File: src/rtl/boolean_network_attractor_finder_macros.svh
`ifndef BOOLEAN_NETWORK_ATTRACTOR_FINDER_MACROS_SVH
`define BOOLEAN_NETWORK_ATTRACTOR_FINDER_MACROS_SVH

// same-cycle implication, checked outside reset
`define BNAF_ASSERT_NOW(label, clk, rstn, ante, cons) \
    label: assert property (@(posedge clk) disable iff (!rstn) (ante) |-> (cons)) \
        else $error("bnaf assertion failed");

// next-cycle implication, checked outside reset
`define BNAF_ASSERT_NEXT(label, clk, rstn, ante, cons) \
    label: assert property (@(posedge clk) disable iff (!rstn) (ante) |=> (cons)) \
        else $error("bnaf assertion failed");

`endif

File: src/rtl/bnaf_pkg.sv
`timescale 1ns / 1ps

package bnaf_pkg;

    localparam int NODES       = 21;
    localparam int STATE_W     = NODES;
    localparam int MEET_W      = NODES + 1;
    localparam int CYC_W       = NODES;
    localparam int QUEUE_DEPTH = 2;
    localparam int QPTR_W      = $clog2(QUEUE_DEPTH);
    localparam int QCNT_W      = $clog2(QUEUE_DEPTH + 1);

    typedef logic [STATE_W-1:0] state_vec_t;

    typedef enum logic [1:0] {
        ST_IDLE,
        ST_MEET,
        ST_CYCLE,
        ST_DONE
    } eng_state_t;

    typedef struct packed {
        logic       valid;
        state_vec_t state;
    } queue_head_t;

    function automatic state_vec_t net_next(input state_vec_t v);
        state_vec_t n;
        n[0]  = ~v[16];
        n[1]  = ~(v[15] & v[4]);
        n[2]  = v[5] & ~v[7];
        n[3]  = (v[1] | v[18] | v[10]) & ~v[4];
        n[4]  = ~(v[19] | v[0]);
        n[5]  = v[2];
        n[6]  = v[0] | v[19];
        n[7]  = ~v[5];
        n[8]  = ~v[17];
        n[9]  = v[19];
        n[10] = v[9] & ~v[4];
        n[11] = (v[5] | v[13]) & ~v[7];
        n[12] = v[15] & v[0] & ~v[4];
        n[13] = v[6];
        n[14] = v[15] & ~v[4];
        n[15] = (v[16] | v[9]) & ~v[12];
        n[16] = v[15] & ~(v[13] | v[10]);
        n[17] = v[18];
        n[18] = v[8];
        n[19] = v[11];
        n[20] = v[3] & ~v[14];
        return n;
    endfunction

endpackage

File: src/rtl/boolean_network_attractor_finder.sv
// Each item runs in the engine through MEET, where meeting_steps counts the Floyd
// iterations, and CYCLE, which measures the attractor cycle length, before DONE.
// The single stepping unit in the back end runs one Floyd iteration or one cycle step per
// clock and takes a new item only once the last is done. A two-item input queue decouples.
// Reset: aresetn is synchronous, active low; it empties the queue, idles the engine and
// drops the output valid. Nothing else needs clearing.
`timescale 1ns / 1ps
`include "boolean_network_attractor_finder_macros.svh"

module boolean_network_attractor_finder (
    input  logic                          aclk,
    input  logic                          aresetn,
    input  logic                          s_valid,
    output logic                          s_ready,
    input  logic [bnaf_pkg::STATE_W-1:0]  s_start_state,
    output logic                          m_valid,
    input  logic                          m_ready,
    output logic [bnaf_pkg::CYC_W-1:0]    m_cycle_length_minus_one,
    output logic [bnaf_pkg::MEET_W-1:0]   m_meeting_steps
);

    bnaf_pkg::queue_head_t head;
    logic                  pop;

    bnaf_front u_front (
        .aclk          (aclk),
        .aresetn       (aresetn),
        .s_valid       (s_valid),
        .s_ready       (s_ready),
        .s_start_state (s_start_state),
        .pop           (pop),
        .head          (head)
    );

    bnaf_engine u_engine (
        .aclk                     (aclk),
        .aresetn                  (aresetn),
        .head                     (head),
        .pop                      (pop),
        .m_valid                  (m_valid),
        .m_ready                  (m_ready),
        .m_cycle_length_minus_one (m_cycle_length_minus_one),
        .m_meeting_steps          (m_meeting_steps)
    );

    `BNAF_ASSERT_NEXT(a_push_fills_queue, aclk, aresetn, s_valid && s_ready, head.valid)
    `BNAF_ASSERT_NOW(a_meet_nonzero, aclk, aresetn, m_valid, m_meeting_steps != '0)
    `BNAF_ASSERT_NOW(a_pop_needs_item, aclk, aresetn, pop, head.valid)

endmodule

File: src/rtl/bnaf_front.sv
`timescale 1ns / 1ps

module bnaf_front (
    input  logic                  aclk,
    input  logic                  aresetn,
    input  logic                  s_valid,
    output logic                  s_ready,
    input  bnaf_pkg::state_vec_t  s_start_state,
    input  logic                  pop,
    output bnaf_pkg::queue_head_t head
);

    bnaf_pkg::state_vec_t                  mem_reg [bnaf_pkg::QUEUE_DEPTH];
    logic [bnaf_pkg::QPTR_W-1:0]           wr_ptr_reg, wr_ptr_next;
    logic [bnaf_pkg::QPTR_W-1:0]           rd_ptr_reg, rd_ptr_next;
    logic [bnaf_pkg::QCNT_W-1:0]           count_reg, count_next;
    logic                                  push;
    logic                                  do_pop;

    assign s_ready = (count_reg != bnaf_pkg::QCNT_W'(bnaf_pkg::QUEUE_DEPTH));
    assign push    = s_valid && s_ready;
    assign do_pop  = pop && (count_reg != '0);

    assign head.valid = (count_reg != '0);
    assign head.state = mem_reg[rd_ptr_reg];

    always_comb begin
        wr_ptr_next = wr_ptr_reg;
        rd_ptr_next = rd_ptr_reg;
        count_next  = count_reg;
        if (push) begin
            wr_ptr_next = (wr_ptr_reg == bnaf_pkg::QPTR_W'(bnaf_pkg::QUEUE_DEPTH - 1))
                          ? '0 : wr_ptr_reg + 1'b1;
        end
        if (do_pop) begin
            rd_ptr_next = (rd_ptr_reg == bnaf_pkg::QPTR_W'(bnaf_pkg::QUEUE_DEPTH - 1))
                          ? '0 : rd_ptr_reg + 1'b1;
        end
        if (push && !do_pop) begin
            count_next = count_reg + 1'b1;
        end else if (!push && do_pop) begin
            count_next = count_reg - 1'b1;
        end
    end

    always_ff @(posedge aclk) begin
        if (!aresetn) begin
            wr_ptr_reg <= '0;
            rd_ptr_reg <= '0;
            count_reg  <= '0;
        end else begin
            wr_ptr_reg <= wr_ptr_next;
            rd_ptr_reg <= rd_ptr_next;
            count_reg  <= count_next;
        end
    end

    always_ff @(posedge aclk) begin
        if (push) begin
            mem_reg[wr_ptr_reg] <= s_start_state;
        end
    end

endmodule

File: src/rtl/bnaf_engine.sv
`timescale 1ns / 1ps

module bnaf_engine (
    input  logic                          aclk,
    input  logic                          aresetn,
    input  bnaf_pkg::queue_head_t         head,
    output logic                          pop,
    output logic                          m_valid,
    input  logic                          m_ready,
    output logic [bnaf_pkg::CYC_W-1:0]    m_cycle_length_minus_one,
    output logic [bnaf_pkg::MEET_W-1:0]   m_meeting_steps
);

    bnaf_pkg::eng_state_t              state_reg, state_next;
    bnaf_pkg::state_vec_t              slow_reg, slow_next;
    bnaf_pkg::state_vec_t              fast_reg, fast_next;
    logic [bnaf_pkg::MEET_W-1:0]       meet_reg, meet_next;
    logic [bnaf_pkg::CYC_W-1:0]        cnt_reg, cnt_next;
    logic                              m_valid_reg, m_valid_next;
    logic [bnaf_pkg::CYC_W-1:0]        m_cyc_reg, m_cyc_next;
    logic [bnaf_pkg::MEET_W-1:0]       m_meet_reg, m_meet_next;

    bnaf_pkg::state_vec_t              slow_step;
    bnaf_pkg::state_vec_t              fast_one;
    bnaf_pkg::state_vec_t              fast_two;
    logic                              out_free;
    logic                              load_out;

    assign slow_step = bnaf_pkg::net_next(slow_reg);
    assign fast_one  = bnaf_pkg::net_next(fast_reg);
    assign fast_two  = bnaf_pkg::net_next(fast_one);
    assign out_free  = !m_valid_reg || m_ready;

    always_comb begin
        state_next = state_reg;
        case (state_reg)
            bnaf_pkg::ST_IDLE: begin
                if (head.valid) state_next = bnaf_pkg::ST_MEET;
            end
            bnaf_pkg::ST_MEET: begin
                if (slow_step == fast_two) state_next = bnaf_pkg::ST_CYCLE;
            end
            bnaf_pkg::ST_CYCLE: begin
                if (fast_one == slow_reg) state_next = bnaf_pkg::ST_DONE;
            end
            bnaf_pkg::ST_DONE: begin
                if (out_free) state_next = bnaf_pkg::ST_IDLE;
            end
            default: state_next = bnaf_pkg::ST_IDLE;
        endcase
    end

    always_comb begin
        pop      = 1'b0;
        load_out = 1'b0;
        case (state_reg)
            bnaf_pkg::ST_IDLE: pop      = head.valid;
            bnaf_pkg::ST_DONE: load_out = out_free;
            default: begin
                pop      = 1'b0;
                load_out = 1'b0;
            end
        endcase
    end

    always_comb begin
        slow_next = slow_reg;
        fast_next = fast_reg;
        meet_next = meet_reg;
        cnt_next  = cnt_reg;
        case (state_reg)
            bnaf_pkg::ST_IDLE: begin
                slow_next = head.state;
                fast_next = head.state;
                meet_next = '0;
                cnt_next  = '0;
            end
            bnaf_pkg::ST_MEET: begin
                slow_next = slow_step;
                fast_next = fast_two;
                meet_next = meet_reg + 1'b1;
            end
            bnaf_pkg::ST_CYCLE: begin
                fast_next = fast_one;
                if (fast_one != slow_reg) cnt_next = cnt_reg + 1'b1;
            end
            default: begin
                slow_next = slow_reg;
            end
        endcase
    end

    always_comb begin
        m_valid_next = m_valid_reg;
        m_cyc_next   = m_cyc_reg;
        m_meet_next  = m_meet_reg;
        if (load_out) begin
            m_valid_next = 1'b1;
            m_cyc_next   = cnt_reg;
            m_meet_next  = meet_reg;
        end else if (m_ready) begin
            m_valid_next = 1'b0;
        end
    end

    always_ff @(posedge aclk) begin
        if (!aresetn) begin
            state_reg   <= bnaf_pkg::ST_IDLE;
            m_valid_reg <= 1'b0;
        end else begin
            state_reg   <= state_next;
            m_valid_reg <= m_valid_next;
        end
    end

    always_ff @(posedge aclk) begin
        slow_reg   <= slow_next;
        fast_reg   <= fast_next;
        meet_reg   <= meet_next;
        cnt_reg    <= cnt_next;
        m_cyc_reg  <= m_cyc_next;
        m_meet_reg <= m_meet_next;
    end

    assign m_valid                  = m_valid_reg;
    assign m_cycle_length_minus_one = m_cyc_reg;
    assign m_meeting_steps          = m_meet_reg;

endmodule
File: config.mk
export PLATFORM = sky130hd
export DESIGN_NAME = boolean_network_attractor_finder
export DESIGN_NICKNAME = d
export VERILOG_FILES = /design/src/rtl/bnaf_pkg.sv /design/src/rtl/boolean_network_attractor_finder.sv /design/src/rtl/bnaf_front.sv /design/src/rtl/bnaf_engine.sv
export VERILOG_INCLUDE_DIRS = /design/src /design/src/rtl
export SDC_FILE = /design/constraint.sdc
export NUM_CORES = 1
export LEC_CHECK = 0
export ABC_AREA = 1
export BUFFER_PORTS_ARGS = -buffer_cell sky130_fd_sc_hd__buf_2
export CAP_MARGIN = 25
export CORE_ASPECT_RATIO = 1.5
export CORE_MARGIN = 2
export CORE_UTILIZATION = 35
export CTS_CLUSTER_SIZE = 40
export DETAILED_ROUTE_END_ITERATION = 10
export PLACE_DENSITY = 0.62
export SYNTH_ARGS = -nofsm -noshare
export SYNTH_HDL_FRONTEND = slang
export SYNTH_SLANG_ARGS = --single-unit
File: constraint.sdc
create_clock -name aclk -period 4.4 [get_ports aclk]
set_input_delay 0.88 -clock aclk [delete_from_list [all_inputs] [get_ports aclk]]
set_output_delay 0.88 -clock aclk [all_outputs]
set_load 0.03 [all_outputs]
==> results of run 1 <==
[power by group through the flow]
stage	Clock [mW]	Sequential, mW	Combinational [mW]
after floorplan	0	3.02	1.59
after global placement	0	3.08	2.22
after detailed placement	0	3.08	2.29
after CTS	1.61	3.04	2.30
after global routing	1.66	3.10	2.59
final	1.56	3.04	2.29
[metal layers]
metal  vias up  track usage, %  part of all wire, %  wire (µm)
li1       2830               -                    -          -
met1      2660            14.7                   38       6580
met2       149            27.2                   54       9510
met3        37            3.34                  4.3        752
met4         0            8.32                  3.8        668
met5         -               0                    0          0
[through the flow]
| stage | power [mW] | hold WS [ns] | worst slack [ns] | std cells | utilization [%] |
|---|---|---|---|---|---|
| 2_1_floorplan | 4.61 | 0.426 | 0.927 | 783 | - |
| 3_3_place_gp | 5.30 | 0.439 | 1.89 | 1151 | 38.8 |
| 3_5_place_dp | 5.37 | 0.459 | 1.81 | 1155 | 39.1 |
| 4_1_cts | 6.95 | 0.476 | 1.80 | 1187 | 41.7 |
| 5_1_grt | 7.36 | 0.480 | 1.51 | 1187 | 41.7 |
| 6_report | 6.90 | 0.466 | 1.81 | 1187 | 41.7 |
[cell usage in the layout, fill, tap and decap left out, drive strengths merged, types with 13 or more instances in the layout]
cell type / count
nor3: 14
mux2i: 14
nor2: 78
clkbuf: 19
buf: 77
nand3: 42
nand2: 179
o22ai: 13
o21ai: 62
inv: 97
a21oi: 40
edfxtp: 169
[logic make-up after synthesis]
logic type	after synthesis	synth area share, %
flip-flops	177	63.5
AO/OA/AOI/OAI	126	8.19
adder cells (fa/ha/maj)	8	1.22
multiplexers	20	2.52
buffers and inverters	114	5.32
AND/OR/NAND/NOR	324	17.7
XOR/XNOR	14	1.49
[cell type report]
class	count	area, µm²
sequential	177	5240
fill	2215	13400
tap	315	394
clock buffer	19	433
inverter	94	353
clock inverter	13	174
multi-input combinational	492	2590
timing repair buffer	77	440
[worst max-delay path by stage]
stage,endpoint,start,slack (ns)
3_5_place_dp,u_engine.fast_reg[13],u_engine.state_reg[1],1.81
3_3_place_gp,u_engine.cnt_reg[11],u_engine.state_reg[0],1.89
2_1_floorplan,u_engine.m_cycle_length_minus_one[0],m_ready,0.93
4_1_cts,u_engine.fast_reg[13],u_engine.state_reg[0],1.80
6_report,u_engine.fast_reg[13],u_engine.state_reg[0],1.81
5_1_grt,u_engine.fast_reg[13],u_engine.state_reg[0],1.51
==> metrics, run 1 <==
status finished clean; post-route clock period utilization about three fifths; Main synth FF type edfxtp_1; DR WL/cell roughly 15 µm; net count after synthesis 816; final-report hold violation count 0; Starting Density about 36%; design area a little under 10000 µm²; Worst setup SP type flop; DP Wirelength 12.6 mm; Final GP Congestion 0.972; Rel. slew slack between 30% and 40%; CP peak stage delay a little over 0.9 ns; H-tree levels 4; Min-Delay Startpoint u_engine.meet_reg[21]; syn avg cell area 10.5 µm²; GR Overflow Total 0; number of antenna violations at the first check in global routing 0; Arr. time, crit path 2.78 ns; Max Fclk 0.385 GHz; CTS Buf Count 17; max FFs per register 42; CP required 4.58 ns; final setup TNS 0 ns; vias in the first global route 5553; cts hold-fix bufs 0; Reg2Reg Setup Slack 1.81 ns; Final Max Tran Viols 0; worst skew pair latency 0.44 ns; Setup CP Type flop to flop; via count about 5700; placed cell areas 9010 µm²; DRT iter0 DRCs roughly 440; Clock Sinks ~180; #FFs+latches synth 177; post-synthesis sequential area ratio 63.5%; CORE AREA ~23000 µm²; Final setup viols 0; critical register-to-register path startpoint u_engine.state_reg[0]; worst-path cell chain inv_1 -> ha_1 -> clkinv_1 -> a211oi_1 -> a21oi_1; number of buffers on the longest clock path 2; 1st-pass router iterations 5; synth top area cells edfxtp_1 62%, nand2_1 7.9%, inv_1 3.8%, o21ai_0 3.4%, nor2_1 3.0%; Seq pwr share about 44%; overall routing resource usage 14.6%; post-CTS setup buffers 0; antenna diode count 0; Worst R2R End u_engine.fast_reg[13]; Syn Inst Count just under 800; Int Power 4.23 mW; switching portion of total power 38.6%; Die Ht between 150 and 200 µm; Die Span X 129 µm; Setup crit end kind flop; global-route wire length before repair approximately 27 mm; final wirelength 17.5 mm; Pleak 3.67 nW; combinational share of power 33.2%; worst path buffer plus inverter count 2; Pwr Density 717 nW/µm²; die footprint between 20000 and 25000 µm²; Peak VDD IR 314 µV; worst-margin pin slew 0.941 ns; Post-synth EDFFs 169; count leader, synth nand2_1; Commonest cells post-synth 173 x nand2_1, 169 x edfxtp_1, 84 x inv_1, 65 x nor2_1, 56 x o21ai_0; DR vias/cell 4.78; Synth cell types 40; cts repair resizes 0; Worst path depth 5; worst hold path class flop to flop; Clock Power Share 22.6%; Clk Tree Root Cell clkbuf_16; std cell rows 68; delay-heaviest family, CP adder cells; Max Cap Viol 0; Mapped Area a little over 8000 µm²; critical path fanouts, max 32; skew final 0.00838 ns; Ys Warns 0; Hold EP u_engine.m_meeting_steps[21]; r2r worst-path depth 5; clk slew on worst S/H paths 0.07 ns; post-layout min period 2.59 ns; hold-critical path depth 0; fin nets 892; RSZ-0062 raised after global routing no; Yosys top cell by area edfxtp_1; fraction of layout cells with a size suffix above 1 17.8%; DRC viols 0; Sw Pwr roughly 2.7 mW; I/O Buffers 69; Area Overhead vs Synth 16.7%; Antenna Nets Post-Route 0; top cell type's share of synthesized area 61.6%; largest net degree at the start of global routing 45; fraction of registers with async set/reset 0%; critical path's slowest cell ha_1; I/O pin count 70; CTS tree built
(Power assumes the default switching activity.)
==> run 2: changes to the inputs <==
==> constraint.sdc (replaced) <==
create_clock -name aclk -period 2.7 [get_ports aclk]
set_input_delay 0.54 -clock aclk [delete_from_list [all_inputs] [get_ports aclk]]
set_output_delay 0.54 -clock aclk [all_outputs]
set_load 0.03 [all_outputs]
==> run 2 against run 1 <==
Clock skew is 0.0015 ns higher. Via count up 0.39%. Critical path depth increased by 4. Non-clock buffer count increased by 5. Setup slack got worse by 1.2 ns. Clock-buffer cell count fell by 1. First-iteration DRC count is 12% lower. Final area decreased by 0.29%. Register-to-register slack got worse by 1.2 ns.
==> metrics, run 2 (synthesized netlist as in run 1, its figures left out) <==
footprint of the multi-input gates 2590 µm² (unchanged); final wirelength 17.4 mm (-0.78%); Area Overhead vs Synth 16.4%; post-CTS setup buffers 0 (unchanged); RSZ-0062 raised after global routing no; DR WL/cell 14.6 µm (-1.1%); overall routing resource usage 14.8% (+0.14 points); via count 5698 (+0.39%); Final GP Congestion 0.936 (-3.6%); Setup CP Type flop to flop; storage element area 5240 µm² (unchanged); total power draw 11.1 mW (+61%); CTS Buf Count 17 (unchanged); post-layout min period 2.08 ns (-0.513 ns); die footprint 24800 µm² (unchanged); number of antenna violations at the first check in global routing 0 (unchanged); Clock Sinks 177 (unchanged); cts repair resizes 0 (unchanged); worst hold path class input port to flop; pre-CTS setup slack 0.682 ns (-1.13 ns); cts hold-fix bufs 0 (unchanged); fin nets 897 (+0.56%); Die Ht 192 µm (unchanged); number of buffers on the longest clock path 2 (unchanged); status finished clean; Rel. slew slack 53.4% (+16 points); commonest non-fill, non-tap cell in the layout nand2_1; DP Wirelength 12.1 mm (-4.0%); std cell rows 68 (unchanged); final setup TNS 0 ns (unchanged); 1st-pass router iterations 7 (+2); CP peak stage delay 0.41 ns (-0.50 ns); CP required 2.89 ns (-1.69 ns); Starting Density 35.7% (unchanged); Max Fclk 0.480 GHz (+25%); Die Span X 129 µm (unchanged); Fill cells 2200 (-0.68%); vias in the first global route 5776 (+4.0%); worst skew pair latency 0.44 ns (about the same); Final setup viols 0 (unchanged); Worst setup SP type flop; CP dominant cell by count nor3_2; H-tree levels 4 (unchanged); Arr. time, crit path 2.27 ns (-0.51 ns); I/O Buffers 69 (unchanged); largest net degree at the start of global routing 44 (-2.2%); CORE AREA 23100 µm² (unchanged); fraction of layout cells with a size suffix above 1 18.4% (+0.60 points); worst setup margin 0.618 ns (-1.19 ns); DRC viols 0 (unchanged); worst-margin pin slew 0.697 ns (-0.243 ns); Pleak 3.67 nW (about the same); CTS tree built; critical path's slowest cell edfxtp_1; worst-path cell chain ha_1 -> nand3_2 -> nor3_2 -> nand2_1 -> nor3_2 -> nand2_1 -> nor2_2 -> and3_1 -> nor3_2; max FFs per register 42 (unchanged); DR vias/cell 4.78 (about the same); most frequent cells in the layout 172 x nand2_1, 169 x edfxtp_1, 84 x inv_1; Max Cap Viol 0 (unchanged); Pwr Density 1160 nW/µm² (+62%); GR Overflow Total 0 (unchanged); Final Max Tran Viols 0 (unchanged); antenna diode count 0 (unchanged); skew final 0.00991 ns (+0.00153 ns); Setup crit end kind flop; global-route wire length before repair 28.0 mm (+2.2%); I/O pin count 70 (unchanged); Clk Tree Root Cell clkbuf_16; Peak VDD IR 554 µV (+76%); critical path fanouts, max 4 (-88%); Antenna Nets Post-Route 0 (unchanged); final-report hold violation count 0 (unchanged); post-route clock period utilization 77.1% (+18 points); clk slew on worst S/H paths 0.07 ns (about the same); DRT iter0 DRCs 391 (-12%)
## run 2: changes by cell type in the layout (fill, tap and decap cells not counted), moves of 2 or more
cell,change
buf_4,+9
buf_8,-3
clkinv_2,+2
clkinv_4,-2
inv_6,+3
## run 2: power breakdown
part / switching, mW / internal (mW) / total (mW) / leakage [nW]
clock network: 1.07 / 1.38 / 2.45 / 0.283
registers: 0.690 / 4.26 / 4.95 / 1.75
logic: 2.58 / 1.14 / 3.72 / 1.64
total: 4.34 / 6.79 / 11.1 / 3.67
## run 2: final timing paths
path	from	endpoint	slack, ns	cells past startpoint
max	u_engine.meet_reg[0]	u_engine.meet_reg[16]	0.62	9
max reg2reg	u_engine.meet_reg[0]	u_engine.meet_reg[16]	0.62	9
min reg2reg	u_engine.meet_reg[21]	u_engine.m_meeting_steps[21]	0.46	0
min	s_start_state[6]	u_front.mem_reg[0][6]	0.29	1
## run 2: cell type report
| class | instances | area share, % |
|---|---|---|
| Timing Repair Buffer | 82 | 4.62 |
| Tap cell | 315 | 4.11 |
| Sequential cell | 177 | 54.6 |
| Clock buffer | 18 | 4.48 |
| Clock inverter | 13 | 1.54 |
| Multi-Input combinational cell | 492 | 27.0 |
| Inverter | 94 | 3.68 |
## run 2: routing by layer
| metal | up-vias | part of all wire [%] | GRT usage (%) | wire length, µm |
|---|---|---|---|---|
| li1 | 2843 | - | - | - |
| met1 | 2624 | 39 | 15.4 | 6760 |
| met2 | 182 | 53 | 26.8 | 9210 |
| met3 | 49 | 4.2 | 3.59 | 737 |
| met4 | 0 | 3.9 | 8.32 | 677 |
| met5 | - | 0 | 0 | 0 |
## run 2: critical path: cells and delay by family, from the launching register on
| family | cells | cell delay, ns |
|---|---|---|
| fa+ha+maj | 1 | 0.22 |
| flops | 1 | 0.41 |
| simple gates | 8 | 1.21 |
## run 2: stage by stage
step / instance area, µm² / utilization, % / hold slack (ns) / instances
5_1_grt: 9590 / 41.6 / 0.267 / 1191
4_1_cts: 9590 / 41.6 / 0.265 / 1191
3_5_place_dp: 9010 / 39.1 / 0.443 / 1160
6_report: 9590 / 41.6 / 0.286 / 1191
2_1_floorplan: 8240 / - / 0.426 / 783
3_3_place_gp: 9010 / 39.1 / 0.435 / 1160
==> run 3: changes to the inputs <==
--- a/config.mk
+++ b/config.mk
@@ -14,7 +14,7 @@
 export CORE_UTILIZATION = 35
 export CTS_CLUSTER_SIZE = 40
 export DETAILED_ROUTE_END_ITERATION = 10
-export PLACE_DENSITY = 0.62
+export PLACE_DENSITY = 0.64
 export SYNTH_ARGS = -nofsm -noshare
 export SYNTH_HDL_FRONTEND = slang
 export SYNTH_SLANG_ARGS = --single-unit
==> constraint.sdc (replaced) <==
create_clock -name aclk -period 1.9 [get_ports aclk]
set_input_delay 0.38 -clock aclk [delete_from_list [all_inputs] [get_ports aclk]]
set_output_delay 0.38 -clock aclk [all_outputs]
set_load 0.03 [all_outputs]
==> run 3 against run 2 <==
The run now ends with setup timing left. Die area stayed put. First-iteration DRC count down 9.5%. Critical path depth increased by 2. Clock power increased by 43%. Power is 57% higher. Hold slack lost 0.16 ns. Via count increased by 6.2%. Combinational power is 88% higher. Register-to-register slack got worse by 0.63 ns. Non-clock buffer count rose by 87. Largest cell class unchanged.
==> metrics, run 3 (synthesized netlist as in run 1, its figures left out) <==
final-report hold violation count 0 (unchanged); most frequent cells in the layout 169 x edfxtp_1, 166 x nand2_1, 93 x buf_4; Final setup viols 1 (+1); Hold EP u_front.mem_reg[1][9]; std cell rows 68 (unchanged); clk slew on worst S/H paths 0.07 ns (about the same); number of antenna violations at the first check in global routing 0 (unchanged); DRT iter0 DRCs 354 (-9.5%); worst setup margin -0.0152 ns (-0.633 ns); Pwr Density 1660 nW/µm² (+43%); placed cell areas 9570 µm² (+6.2%); overall routing resource usage 15.5% (+0.72 points); Max Cap Viol 0 (unchanged); I/O pin count 70 (unchanged); Arr. time, crit path 2.24 ns (-0.03 ns); delay-heaviest family, CP simple AND/OR/NAND/NOR gates; worst-margin pin slew 0.503 ns (-0.195 ns); I/O Buffers 69 (unchanged); Die Span X 129 µm (unchanged); Sw Pwr 6.79 mW (+56%); Clock Power Share 20.1% (-1.9 points); Seq pwr share 39.9% (-4.6 points); CP peak stage delay 0.50 ns (+0.09 ns); DP Wirelength 13.0 mm (+7.2%); CTS Buf Count 17 (unchanged); total power draw 17.4 mW (+57%); switching portion of total power 38.9% (-0.066 points); Setup CP Type flop to flop; Clk Tree Root Cell clkbuf_16; Area Overhead vs Synth 27.6%; Pleak 4.18 nW (+14%); DR vias/cell 4.73 (-1.2%); final wirelength 18.8 mm (+8.0%); via count 6049 (+6.2%); RSZ-0062 raised after global routing yes; CORE AREA 23100 µm² (unchanged); fraction of layout cells with a size suffix above 1 28.6% (+10 points); GR Overflow Total 0 (unchanged); Final Max Tran Viols 0 (unchanged); post-layout min period 1.92 ns (-0.167 ns); fin nets 985 (+9.8%); worst skew pair latency 0.44 ns (about the same); Final GP Congestion 0.968 (+3.4%); critical path fanouts, max 8 (+4); skew final 0.00893 ns (-0.000983 ns); status complete, but fails checks; 1st-pass router iterations 5 (-2); r2r worst-path depth 11 (+2); critical path's slowest cell edfxtp_1; design area 10500 µm² (+9.6%); Starting Density 35.7% (unchanged); antenna diode count 0 (unchanged); critical register-to-register path startpoint u_engine.fast_reg[15]; Post-Place Cells 1227 (+5.8%); die footprint 24800 µm² (unchanged); DRC viols 0 (unchanged); hold-critical path depth 1 (unchanged); worst hold path class input port to flop; CTS tree built; Setup crit end kind flop; failing checks setup timing; Reg2Reg Setup Slack -0.02 ns (-0.63 ns); largest net degree at the start of global routing 44 (unchanged); global-route wire length before repair 29.1 mm (+3.9%); final std cells w/o fill 1280 (+7.5%); Clock Sinks 177 (unchanged); Peak VDD IR 837 µV (+51%); pre-CTS setup slack -0.169 ns (-0.852 ns); DR WL/cell 14.7 µm (+0.51%); number of buffers on the longest clock path 2 (unchanged); worst path buffer plus inverter count 1 (+1); vias in the first global route 5853 (+1.3%); worst-path cell chain nand2_1 -> buf_4 -> o21ai_1 -> xnor2_1 -> nand3_1 -> nor2_1 -> nand2_1 -> nand2_2 -> nand3_1 -> nand2_1 -> nor2_1; Worst setup SP type flop; final setup TNS -0.0152 ns (-0.0152 ns); H-tree levels 4 (unchanged); Antenna Nets Post-Route 0 (unchanged); Int Power 10.6 mW (+57%); CP required 2.23 ns (-0.66 ns); commonest non-fill, non-tap cell in the layout edfxtp_1; Die Ht 192 µm (unchanged); max FFs per register 42 (unchanged); Min-Delay Startpoint s_start_state[9]; Rel. slew slack 66.4% (+13 points); Fill cells 2145 (-2.5%); cts hold-fix bufs 0 (unchanged); combinational share of power 40.0% (+6.6 points); Max Fclk 0.522 GHz (+8.7%); post-route clock period utilization 101% (+24 points); CP dominant cell by count nand2_1; Worst R2R End u_engine.state_reg[0]
## run 3: final cells by class
class                      count  area (µm²)  area share, %
multi-input combinational    493        2790           26.5
tap                          315         394           3.75
sequential                   177        5240           49.8
timing repair buffer         169        1160           11.0
clock inverter                15         163           1.55
clock buffer                  17         425           4.05
inverter                      94         353           3.36
## run 3: metrics by stage
step | hold WS [ns] | util (%)
floorplan | 0.426 | -
global placement | 0.443 | 41.5
detailed placement | 0.461 | 41.5
CTS | 0.109 | 44.6
global route | 0.110 | 45.6
finish | 0.130 | 45.6
## run 3: worst max-delay path by stage
stage,start,end,cells past startpoint
after global routing,u_engine.cnt_reg[0],u_engine.cnt_reg[20],13
final,u_engine.fast_reg[15],u_engine.state_reg[0],11
after floorplan,u_engine.state_reg[0],u_engine.cnt_reg[0],5
after detailed placement,u_engine.fast_reg[16],u_engine.cnt_reg[11],7
after global placement,u_engine.fast_reg[5],u_engine.cnt_reg[11],9
after CTS,u_engine.meet_reg[1],u_engine.meet_reg[16],9
## run 3: power by group through the flow
| stage | clock network, mW | logic (mW) | registers [mW] |
|---|---|---|---|
| floorplan | 0 | 3.76 | 6.97 |
| global placement | 0 | 6.46 | 6.97 |
| detailed placement | 0 | 6.53 | 7.00 |
| CTS | 3.61 | 6.71 | 6.93 |
| global route | 3.74 | 7.69 | 7.11 |
| finish | 3.50 | 6.98 | 6.95 |
## run 3: per-layer routing
layer  global-route usage, %  up-vias  part of all wire, %
met5                       0        -                    0
met4                    8.03        0                  3.8
li1                        -     3027                    -
met2                    28.9      137                   55
met1                    16.1     2846                   39
met3                    3.06       39                  2.9
## run 3: what timing repair did
action	in CTS	in global routing
cloned	1	0
setup buffers	6	14
gates resized for setup	10	36
endpoints found under the setup margin	26	47
pin swaps	1	8
## run 3: worst register-to-register path, stage by stage (launching register included)
cell and delay, ns:
edfxtp_1 0.50, nand2_1 0.11, buf_4 0.16, o21ai_1 0.20
xnor2_1 0.24, nand3_1 0.12, nor2_1 0.10, nand2_1 0.07
nand2_2 0.08, nand3_1 0.09, nand2_1 0.09, nor2_1 0.04
